==> src/rtl/core/tce_pkg.sv <==
// ============================================================================
// tce_pkg - Taylor cosine evaluator shared definitions
// Widths, fixed-point constants, reciprocal table, item types and the
// sequencer state type.
// ============================================================================
package tce_pkg;

   localparam int MAX_TERMS = 10;
   localparam int FRAC_BITS = 16;

   localparam int ANGLE_W = 20;
   localparam int COUNT_W = 4;
   localparam int SUM_W   = 28;
   localparam int X2_W    = 2 * (ANGLE_W - 1) - FRAC_BITS + 1;
   localparam int TERM_W  = 34;
   localparam int P_W     = TERM_W + X2_W - 1 - FRAC_BITS + 1;
   localparam int RECIP_W = 32;
   localparam int P_HI_W  = P_W - RECIP_W;
   localparam int MUL_A_W = TERM_W;
   localparam int MUL_B_W = RECIP_W;
   localparam int PROD_W  = MUL_A_W + MUL_B_W;
   localparam int SUMT_W  = P_HI_W + RECIP_W + 1;
   localparam int ACC_W   = 40;

   localparam logic [TERM_W-1:0] TERM_ONE = TERM_W'(1) << FRAC_BITS;
   localparam logic [TERM_W-1:0] TERM_CAP = TERM_W'(1) << (TERM_W - 1);

   localparam logic signed [ACC_W-1:0] SUM_MAX = ACC_W'((2 ** (SUM_W - 1)) - 1);
   localparam logic signed [ACC_W-1:0] SUM_MIN = ACC_W'(-(2 ** (SUM_W - 1)));

   typedef enum logic [2:0] {
      ST_IDLE,
      ST_SQUARE,
      ST_LOAD,
      ST_MUL_X,
      ST_MUL_LO,
      ST_MUL_HI,
      ST_ACCUM,
      ST_FINISH
   } state_type;

   typedef struct packed {
      logic signed [ANGLE_W-1:0] angle;
      logic [COUNT_W-1:0]        term_count;
   } req_type;

   typedef struct packed {
      logic signed [SUM_W-1:0] cosine_sum;
      logic                    saturated;
   } rsp_type;

   // 1/((2k-1)*2k) in unsigned Q0.32, rounded to nearest
   function automatic logic [RECIP_W-1:0] recip_q32(input logic [COUNT_W-1:0] k);
      logic [RECIP_W-1:0] r;
      unique case (k)
         4'd1:    r = 32'd2147483648;
         4'd2:    r = 32'd357913941;
         4'd3:    r = 32'd143165577;
         4'd4:    r = 32'd76695845;
         4'd5:    r = 32'd47721859;
         4'd6:    r = 32'd32537631;
         4'd7:    r = 32'd23598721;
         4'd8:    r = 32'd17895697;
         4'd9:    r = 32'd14035841;
         default: r = '0;
      endcase
      return r;
   endfunction

endpackage

==> src/rtl/core/tce_mul.sv <==
// ============================================================================
// tce_mul - shared unsigned multiplier
// One registered 34 x 32 bit product, reused by the sequencer for the angle
// square, the term by x squared product and both reciprocal partial products.
// ============================================================================
module tce_mul (
   input  logic                           clock,
   input  logic [tce_pkg::MUL_A_W-1:0]    mul_a,
   input  logic [tce_pkg::MUL_B_W-1:0]    mul_b,
   output logic [tce_pkg::PROD_W-1:0]     prod
);

   logic [tce_pkg::PROD_W-1:0] prod_ff;
   logic [tce_pkg::PROD_W-1:0] prod_in;

   assign prod_in = tce_pkg::PROD_W'(mul_a) * tce_pkg::PROD_W'(mul_b);

   always_ff @(posedge clock) begin
      prod_ff <= prod_in;
   end

   assign prod = prod_ff;

endmodule

==> src/rtl/core/taylor_cosine_evaluator.sv <==
// ============================================================================
// taylor_cosine_evaluator - fixed-point Taylor series cosine
// Sums the first term_count terms (clipped to MAX_TERMS) of the cosine series
// for a Q4.16 angle, building each term from the last through one shared
// multiplier, and returns the Q12.16 sum with saturation flag.
//
//   channel   ports                          handshake
//   -------   ----------------------------   ------------------------------
//   request   start, busy, req_data          taken when start && !busy
//   response  rsp_strobe, rsp_data           one-cycle strobe, no back-pressure
//
// A count of n >= 2 keeps busy high through the square and load states, the
// MUL_X, MUL_LO, MUL_HI and ACCUM states for each term after the first, and
// the saturation state. A count of 0 or 1 goes straight to saturation.
// The item appears on the response ports in the first cycle with busy low,
// while the next item may already be taken. The shared multiplier sets the rate.
// Reset clears the sequencer and the strobe, leaving the block idle for start.
// ============================================================================
module taylor_cosine_evaluator (
   input  logic             clock,
   input  logic             reset,
   input  logic             start,
   output logic             busy,
   input  tce_pkg::req_type req_data,
   output logic             rsp_strobe,
   output tce_pkg::rsp_type rsp_data
);

   tce_pkg::state_type state_ff, state_in;

   logic [tce_pkg::COUNT_W-1:0]      k_ff, k_in;
   logic [tce_pkg::COUNT_W-1:0]      last_ff, last_in;
   logic [tce_pkg::ANGLE_W-1:0]      mag_ff, mag_in;
   logic [tce_pkg::X2_W-1:0]         x2_ff, x2_in;
   logic [tce_pkg::TERM_W-1:0]       term_ff, term_in;
   logic [tce_pkg::P_HI_W-1:0]       p_hi_ff, p_hi_in;
   logic [tce_pkg::RECIP_W-1:0]      carry_ff, carry_in;
   logic signed [tce_pkg::ACC_W-1:0] acc_ff, acc_in;
   logic                             clamp_ff, clamp_in;
   logic                             rsp_strobe_ff, rsp_strobe_in;
   tce_pkg::rsp_type                 rsp_data_ff, rsp_data_in;

   logic [tce_pkg::MUL_A_W-1:0]      mul_a;
   logic [tce_pkg::MUL_B_W-1:0]      mul_b;
   logic [tce_pkg::PROD_W-1:0]       prod;

   logic [tce_pkg::COUNT_W-1:0]      count_clip;
   logic [tce_pkg::SUMT_W-1:0]       term_sum;
   logic signed [tce_pkg::ACC_W-1:0] term_ext;

   assign count_clip = (req_data.term_count > tce_pkg::COUNT_W'(tce_pkg::MAX_TERMS))
                       ? tce_pkg::COUNT_W'(tce_pkg::MAX_TERMS) : req_data.term_count;

   assign busy = (state_ff != tce_pkg::ST_IDLE);

   tce_mul u_mul (
      .clock (clock),
      .mul_a (mul_a),
      .mul_b (mul_b),
      .prod  (prod)
   );

   always_comb begin
      state_in = state_ff;
      unique case (state_ff)
         tce_pkg::ST_IDLE: begin
            if (start) begin
               state_in = (count_clip <= tce_pkg::COUNT_W'(1)) ? tce_pkg::ST_FINISH
                                                               : tce_pkg::ST_SQUARE;
            end
         end
         tce_pkg::ST_SQUARE: state_in = tce_pkg::ST_LOAD;
         tce_pkg::ST_LOAD:   state_in = tce_pkg::ST_MUL_X;
         tce_pkg::ST_MUL_X:  state_in = tce_pkg::ST_MUL_LO;
         tce_pkg::ST_MUL_LO: state_in = tce_pkg::ST_MUL_HI;
         tce_pkg::ST_MUL_HI: state_in = tce_pkg::ST_ACCUM;
         tce_pkg::ST_ACCUM: begin
            state_in = (k_ff == last_ff) ? tce_pkg::ST_FINISH : tce_pkg::ST_MUL_X;
         end
         tce_pkg::ST_FINISH: state_in = tce_pkg::ST_IDLE;
         default:            state_in = tce_pkg::ST_IDLE;
      endcase
   end

   always_comb begin
      k_in          = k_ff;
      last_in       = last_ff;
      mag_in        = mag_ff;
      x2_in         = x2_ff;
      term_in       = term_ff;
      p_hi_in       = p_hi_ff;
      carry_in      = carry_ff;
      acc_in        = acc_ff;
      clamp_in      = clamp_ff;
      rsp_strobe_in = 1'b0;
      rsp_data_in   = rsp_data_ff;
      mul_a         = '0;
      mul_b         = '0;
      term_sum      = '0;
      term_ext      = '0;
      unique case (state_ff)
         tce_pkg::ST_IDLE: begin
            if (start) begin
               mag_in   = req_data.angle[tce_pkg::ANGLE_W-1]
                          ? (~req_data.angle + tce_pkg::ANGLE_W'(1)) : req_data.angle;
               last_in  = count_clip - tce_pkg::COUNT_W'(1);
               k_in     = tce_pkg::COUNT_W'(1);
               term_in  = tce_pkg::TERM_ONE;
               clamp_in = 1'b0;
               acc_in   = (count_clip == '0) ? '0 : tce_pkg::ACC_W'(tce_pkg::TERM_ONE);
            end
         end
         tce_pkg::ST_SQUARE: begin
            mul_a = tce_pkg::MUL_A_W'(mag_ff);
            mul_b = tce_pkg::MUL_B_W'(mag_ff);
         end
         tce_pkg::ST_LOAD: begin
            x2_in = prod[tce_pkg::FRAC_BITS +: tce_pkg::X2_W];
         end
         tce_pkg::ST_MUL_X: begin
            mul_a = term_ff;
            mul_b = tce_pkg::MUL_B_W'(x2_ff);
         end
         tce_pkg::ST_MUL_LO: begin
            p_hi_in = prod[tce_pkg::FRAC_BITS + tce_pkg::RECIP_W +: tce_pkg::P_HI_W];
            mul_a   = tce_pkg::MUL_A_W'(prod[tce_pkg::FRAC_BITS +: tce_pkg::RECIP_W]);
            mul_b   = tce_pkg::recip_q32(k_ff);
         end
         tce_pkg::ST_MUL_HI: begin
            carry_in = prod[tce_pkg::RECIP_W +: tce_pkg::RECIP_W];
            mul_a    = tce_pkg::MUL_A_W'(p_hi_ff);
            mul_b    = tce_pkg::recip_q32(k_ff);
         end
         tce_pkg::ST_ACCUM: begin
            term_sum = tce_pkg::SUMT_W'(prod[tce_pkg::SUMT_W-2:0])
                       + tce_pkg::SUMT_W'(carry_ff);
            if (term_sum > tce_pkg::SUMT_W'(tce_pkg::TERM_CAP)) begin
               term_in  = tce_pkg::TERM_CAP;
               clamp_in = 1'b1;
            end else begin
               term_in  = term_sum[tce_pkg::TERM_W-1:0];
            end
            term_ext = tce_pkg::ACC_W'(term_in);
            acc_in   = k_ff[0] ? (acc_ff - term_ext) : (acc_ff + term_ext);
            k_in     = k_ff + tce_pkg::COUNT_W'(1);
         end
         tce_pkg::ST_FINISH: begin
            rsp_strobe_in = 1'b1;
            priority if (clamp_ff) begin
               rsp_data_in.cosine_sum = acc_ff[tce_pkg::ACC_W-1]
                                        ? tce_pkg::SUM_MIN[tce_pkg::SUM_W-1:0]
                                        : tce_pkg::SUM_MAX[tce_pkg::SUM_W-1:0];
               rsp_data_in.saturated  = 1'b1;
            end else if (acc_ff > tce_pkg::SUM_MAX) begin
               rsp_data_in.cosine_sum = tce_pkg::SUM_MAX[tce_pkg::SUM_W-1:0];
               rsp_data_in.saturated  = 1'b1;
            end else if (acc_ff < tce_pkg::SUM_MIN) begin
               rsp_data_in.cosine_sum = tce_pkg::SUM_MIN[tce_pkg::SUM_W-1:0];
               rsp_data_in.saturated  = 1'b1;
            end else begin
               rsp_data_in.cosine_sum = acc_ff[tce_pkg::SUM_W-1:0];
               rsp_data_in.saturated  = 1'b0;
            end
         end
         default: begin
            rsp_strobe_in = 1'b0;
         end
      endcase
   end

   always_ff @(posedge clock) begin
      if (reset) begin
         state_ff      <= tce_pkg::ST_IDLE;
         rsp_strobe_ff <= 1'b0;
      end else begin
         state_ff      <= state_in;
         rsp_strobe_ff <= rsp_strobe_in;
      end
   end

   always_ff @(posedge clock) begin
      k_ff        <= k_in;
      last_ff     <= last_in;
      mag_ff      <= mag_in;
      x2_ff       <= x2_in;
      term_ff     <= term_in;
      p_hi_ff     <= p_hi_in;
      carry_ff    <= carry_in;
      acc_ff      <= acc_in;
      clamp_ff    <= clamp_in;
      rsp_data_ff <= rsp_data_in;
   end

   assign rsp_strobe = rsp_strobe_ff;
   assign rsp_data   = rsp_data_ff;

   a_accept_busy: assert property (@(posedge clock) disable iff (reset)
      start && !busy |=> busy)
      else $error("accepted item did not raise busy");

   a_strobe_after_finish: assert property (@(posedge clock) disable iff (reset)
      rsp_strobe |-> $past(state_ff == tce_pkg::ST_FINISH) && !busy)
      else $error("response strobe without a finishing cycle");

   a_clamp_saturates: assert property (@(posedge clock) disable iff (reset)
      state_ff == tce_pkg::ST_FINISH && clamp_ff |=> rsp_strobe && rsp_data.saturated)
      else $error("clamped term did not force saturation");

   a_term_index: assert property (@(posedge clock) disable iff (reset)
      state_ff == tce_pkg::ST_MUL_X |-> k_ff != '0 && k_ff <= last_ff)
      else $error("term index out of range");

endmodule

==> config.mk <==
export PLATFORM = sky130hd
export DESIGN_NAME = taylor_cosine_evaluator
export DESIGN_NICKNAME = d
export VERILOG_FILES = /design/src/rtl/core/tce_pkg.sv /design/src/rtl/core/tce_mul.sv /design/src/rtl/core/taylor_cosine_evaluator.sv
export SDC_FILE = /design/constraint.sdc
export NUM_CORES = 2
export LEC_CHECK = 0
export ABC_AREA = 0
export BUFFER_PORTS_ARGS = -buffer_cell sky130_fd_sc_hd__buf_2
export CAP_MARGIN = 10
export CORE_MARGIN = 5
export CORE_UTILIZATION = 35
export CTS_CLUSTER_DIAMETER = 60
export DETAILED_ROUTE_END_ITERATION = 12
export PLACE_DENSITY = 0.54
export SLEW_MARGIN = 0
export SYNTH_ARGS = -nofsm -noshare
export SYNTH_HDL_FRONTEND = slang
export SYNTH_SLANG_ARGS = --single-unit
export TNS_END_PERCENT = 10
==> constraint.sdc <==
create_clock -name clock -period 8.2 [get_ports clock]
set_clock_uncertainty 0.15 [all_clocks]
set_input_delay 0.82 -clock clock [delete_from_list [all_inputs] [get_ports clock]]
set_output_delay 0.82 -clock clock [all_outputs]
set_load 0.05 [all_outputs]
Word-level counts from Yosys, hierarchy flattened:

Memories as Yosys holds them, arrays and structs flattened. A register that Yosys moved wholly into a read port is not among the register bits.
Index checks and enable logic that the tools add are counted.

* RAM bits: 0
* memory bits (read-only): 960
* bits in latches: 0
* memories: 2
* bits of input ports: 27
* register bits after elaboration: 264
* word-level logic and storage cells: 76

* div/mod/pow operators: 0
* order comparisons: 5
* add/subtract/negate cells: 6
* reductions and logical operators: 8
* bitwise logic cells: 1
* equal/unequal tests: 10
* shifts and indexed selects: 0
* multiply operators: 1
* mux-type cells: 28

Memory list
* (no name shown): depth 16, width 30, read ports 1, clocked after memory_dff 1, wr ports 0, RTL line tce_pkg.sv:55 `unique case (k)`
* (no name shown): depth 16, width 30, read ports 1, clocked after memory_dff 1, wr ports 0, RTL line tce_pkg.sv:55

Operator list (number)
* 34-bit one-hot mux with 4 select lines: 1
* 32-bit one-hot mux with 4 select lines: 1
* 34-bit 2-to-1 mux: 3
* 29-bit 2-to-1 mux: 3
* 40-bit 2-to-1 mux: 2
* 40-bit one-hot mux with 2 select lines: 1
* 34-bit one-hot mux with 2 select lines: 1
* 34-bit by 32-bit multiplier with 64-bit output: 1
* 41-bit by 32-bit adder with 42-bit output: 1
* 42-bit by 34-bit greater-than comparator with 1-bit output, second input constant: 1
* 40-bit by 35-bit adder with 40-bit output: 1
* 40-bit by 28-bit greater-than comparator with 1-bit output, second input constant: 1
* 40-bit by 28-bit less-than comparator with 1-bit output, second input constant: 1
* 40-bit by 35-bit subtractor with 40-bit output: 1
* 28-bit 2-to-1 mux: 1
* 3-bit one-hot mux with 8 select lines: 1
* 20-bit by 2-bit adder with 20-bit output, second input constant: 1
* 20-bit NOT: 1
* 19-bit 2-to-1 mux: 1
* 17-bit 2-to-1 mux: 1
* 4-bit 2-to-1 mux: 4
* 3-bit == test, second input constant: 4
* 3-bit 2-to-1 mux: 3
* 4-bit one-hot mux with 2 select lines: 1
* 17 further kinds: 22

Longest topological paths before layout:

* word-level depth: 7
* gate-level depth with buffers: 36

Cells and area by module:

From an unflattened synthesis, not the netlist that was laid out.

* cells, all modules: 5498
* area total of the unflattened synthesis: 50907.6 um^2

Modules (own cells, without submodules)
* tce_mul: cells each 3966, area each 36184.7 um^2, times used 1, sequential area each 1321.3 um^2
* taylor_cosine_evaluator: cells each 1532, area each 14722.9 um^2, times used 1, sequential area each 6466.2 um^2

Least setup slack after synthesis:

OpenSTA, ideal clock, no wires.

* kind: register to register
* start: register state_ff[0]
* end: register u_mul.prod_ff (netlist bit u_mul.prod[63])
* setup time: 121 ps
* arrival time: 8754 ps
* path slack: -825 ps
* data required time: 7929 ps
* cell stages (with the launch flop): 31
* period minus slack after synthesis: 9025 ps
* cells stage by stage: dfxtp_1 > clkbuf_1 > nor2b_1 > clkbuf_1 > and2_1 > clkbuf_1 > clkbuf_1 > a22o_1 > clkbuf_1 > nand2_1 > fa_1 > fa_1 > fa_1 > fa_1 > inv_1 > fa_1 > fa_1 > fa_1 > fa_1 > ha_1 > clkbuf_1 > nand3_1 > nor4_1 > o21ai_0 > a2111oi_0 > a21bo_2 > nor3_1 > o21a_1 > or3_1 > a31o_2 > xnor2_1

* cells in the longest elaborated chain, start to end: 3
* elaborated cells on any way between the ends: 7
* classes of those cells: mul: 1; eq/ne: 4; mux: 2

RTL lines
* start: declaration: RTL line taylor_cosine_evaluator.sv:29 `tce_pkg::state_type state_ff, state_in;`
* start signal: assignment: RTL line taylor_cosine_evaluator.sv:173 `state_ff <= tce_pkg::ST_IDLE;`
* start signal: assignment: RTL line taylor_cosine_evaluator.sv:176 `state_ff <= state_in;`
* 3-bit == test (tied with other cells): RTL line taylor_cosine_evaluator.sv:101 `unique case (state_ff)`
* 34-bit one-hot mux with 4 select lines or 32-bit one-hot mux with 4 select lines (tied branches): RTL line taylor_cosine_evaluator.sv:101
* 34-bit by 32-bit multiplier with 64-bit output *: RTL line tce_mul.sv:16 `assign prod_in = tce_pkg::PROD_W'(mul_a) * tce_pkg::PROD_W'(mul_b);`
* named net u_mul.prod_in, one bit: RTL line tce_mul.sv:14 `logic [tce_pkg::PROD_W-1:0] prod_in;`
* end signal: assignment: RTL line tce_mul.sv:19 `prod_ff <= prod_in;`
* end: declaration: RTL line tce_mul.sv:13 `logic [tce_pkg::PROD_W-1:0] prod_ff;`

Mark *: on every way through the listed nets, which the timed path passes. The rest lies on a longest branch.
A chain may end at the register's enable or synchronous reset.

Worst setup path after layout:

* start: register state_ff[1]
* end: register u_mul.prod_ff (netlist bit u_mul.prod[63])

Same word-level chain as after synthesis.

==> summary.txt <==
Fin util = 43.5%
Port Buf Inserts = 57
Synth Area in XOR/XNOR = 2.58%
EDFF count, synth = 196
Violated checks = negative setup slack
Synth Register Bits = 289
Vias in the first global route = 42000
RSZ-0062 raised after global routing = true
Reg2reg path depth = 30
Period utilization = 105%
Most frequent cells in the layout = inv_1, fa_1, nor2_1
DRC errors left = 0
Comb pwr share = 62.0%
Max VDD drop = 0.000167 V
Synth-to-layout area growth = 23.8%
Antenna violations before repair = 9
Grt ovf = 0
Clock latency on the worst-skew pair = 0.59 ns
CTS tree = built
Post-synthesis mux area share = 0.480%
Synth top area share = 37.0%
Clk pin slew, worst setup/hold paths = 0.06 ns
Clock sink count = 289
DIE HEIGHT = 381 µm
Crit path max fanout = 11
Highest Clock Rate = 116 MHz
CP Capture Type = flop
RR Endpoint = u_mul.prod[63]
Final Slew Violations = 0
Crit Path Class = flop to flop
First-pass GRT wire length = 269000 µm
Critical Path AT = 8.92 ns
Clock power share = 18.0%
Hpwl dp = 149000 µm
Pin count of the biggest net entering global routing = 67
Post-synth top flop = edfxtp_1
Post-Syn Area = 48200 µm²
Post-Route WL = 180000 µm
Setup ws final = -0.398 ns
Cell taking the most area after synthesis = fa_1
Num CTS Buffers = 40
Max Cap Viol = 0
Synthesis Warnings = 0
Largest family of logic cells by synthesized area = adder cells
End point of the critical path = u_mul.prod[63]
Avg Inst Size Synth = 9.02 µm²
Register area share after synthesis = 16.1%
Initial drt markers = 3381
Total GRT Usage = 24.6%
GP Congestion = 1.00
CP dominant cell by count = fa_1
Crit path time final = 8.60 ns
Worst-case clock buffer depth = 3
Setup WS pre-CTS = -0.826 ns
Crit. Startpoint = state_ff[1]
Via count = 40600
Switching power total = 4.52 mW
Layout Nets = 7255
Htree depth = 2
Net Sw Frac = 45.8%
Die ar. = 145000 µm²
Row count = 136
Slew margin rel. = 22.6%
CTS root buf = clkbuf_16
I/O pin count = 58
Gate Count Post-Synth = 5349
Post-synthesis adder-cell area fraction = 46.4%
Via density = 5.21
Area fraction in compound gates after synthesis = 9.93%
Ratio of cells with drive above 1 in the final layout = 19.6%
Leak Pwr = 28.2 nW
CP required = 8.52 ns
Die width = 381 µm
CORE AREA = 137000 µm²
Final setup fails = 19
DRT antenna net count = 0
Netlist cell types = 95
Simple-Gate Fraction of Synth Area = 15.2%
Worst path slowest cell = fa_2
Internal = 5.34 mW
Fin. Hold Viols = 0
Max stage delay on crit path = 0.59 ns
Reg2Reg Setup Slack = -0.40 ns
Initial Util = 35.2%
P per Cell Area = 165 nW/µm²
Ys async rst share = 0%
Outcome = finished with violations
Hold Path Class = flop to flop
Reg power frac = 20.0%
Most common cell after layout, fill and taps aside = inv_1
Ranking of synthesized cells by area = fa_1, edfxtp_1, ha_1
Detailed Routing Iterations Pass 1 = 5
Worst Max-Slew Pin Slew = 1.16 ns
Startpoint Class = flop
WL per Instance = 23.1 µm
Reg2reg start = state_ff[1]
## power groups by stage
stage	combinational [mW]	sequential, mW	clock, mW
after global routing	6.61	1.97	1.87
after floorplan	3.40	1.86	0
after CTS	5.98	1.96	1.81
final	6.11	1.97	1.78
after global placement	5.75	1.98	0
after detailed placement	5.76	1.97	0
## flip-flops by register name, indices dropped and copies added (netlist names), 3 cells and up, named ones only
name        cells
carry_ff       32
term_ff        34
acc_ff         40
u_mul.prod     64
k_ff            4
p_hi_ff         9
rsp_data       29
x2_ff          23
state_ff        3
last_ff         4
mag_ff         20
## metrics by stage
stage	cells	power, mW	instance area [µm²]	hold WS, ns	TNS, ns
6_report	7805	9.86	59700	0.250	-3.55
4_1_cts	7791	9.75	59200	0.253	-2.90
2_1_floorplan	5359	5.26	48700	0.236	-0.0294
3_3_place_gp	7662	7.73	56400	0.242	-11.85
3_5_place_dp	7662	7.74	56400	0.240	-13.57
5_1_grt	7802	10.5	59700	0.264	-8.62
## synthesized netlist by cell type, drive strengths merged (22+ instances only)
cell / number
inv: 940
fa: 892
nor2: 776
nand2: 620
ha: 361
clkbuf: 227
a21oi: 202
edfxtp: 196
o21ai: 140
xnor2: 96
dfxtp: 93
a21o: 74
nor3: 62
o21a: 60
xor2: 46
nand4: 35
nand3: 33
nor2b: 32
buf: 29
and3: 27
nand2b: 24
o21bai: 24
a211oi: 22
a22oi: 22
mux2i: 22
## how the worst min path moves through the flow
stage	start	endpoint	cells after the start
floorplan	u_mul.prod[57]	carry_ff[25]	0
global placement	u_mul.prod[62]	carry_ff[30]	0
detailed placement	u_mul.prod[62]	carry_ff[30]	0
CTS	u_mul.prod[62]	carry_ff[30]	0
global route	u_mul.prod[62]	carry_ff[30]	0
finish	u_mul.prod[62]	carry_ff[30]	0
## logic make-up (layout without fill, tap and decap cells)
kind of cell | Yosys count | in the layout
buffers and inverters | 1196 | 1844
AO/OA/AOI/OAI | 719 | 719
other | 2 | 16
XOR/XNOR | 142 | 142
adder cells (fa/ha/maj) | 1253 | 1253
flip-flops | 289 | 289
multiplexers | 23 | 23
AND/OR/NAND/NOR | 1725 | 1725
## critical path, delay by kind of cell (launching register included)
family | cells | cell delay (ns)
xor+xnor | 1 | 0.11
fa+ha+maj | 9 | 4.40
simple gates | 8 | 1.44
flops | 1 | 0.43
buf+inv | 7 | 0.79
compound gates | 5 | 1.12
## repair_timing
| action | in CTS | in global routing |
|---|---|---|
| setup endpoints to repair | 34 | 47 |
| gates resized for setup | 237 | 96 |
| pin swaps | 93 | 38 |
| buffers inserted | 51 | 9 |
| gates cloned | 4 | 1 |
| hold buffers | 0 | 0 |
## routing by layer
layer / global-route usage [%] / routed length, µm / vias to the layer above
met3: 4.34 / 14100 / 354
met2: 38.5 / 80200 / 1536
met4: 9.95 / 8620 / 2
met1: 34.0 / 77000 / 20600
met5: 0 / 11 / -
li1: - / - / 18100
## final cells by class
type                       count  area [µm²]
timing repair buffer         830        7550
fill                       13500       77400
antenna                        4        10.0
inverter                     940        3530
clock inverter                23         292
multi-input combinational   3874       37300
clock buffer                  51        1050
sequential                   289        7760
tap                         1794        2240
(Power assumes the default switching activity.)
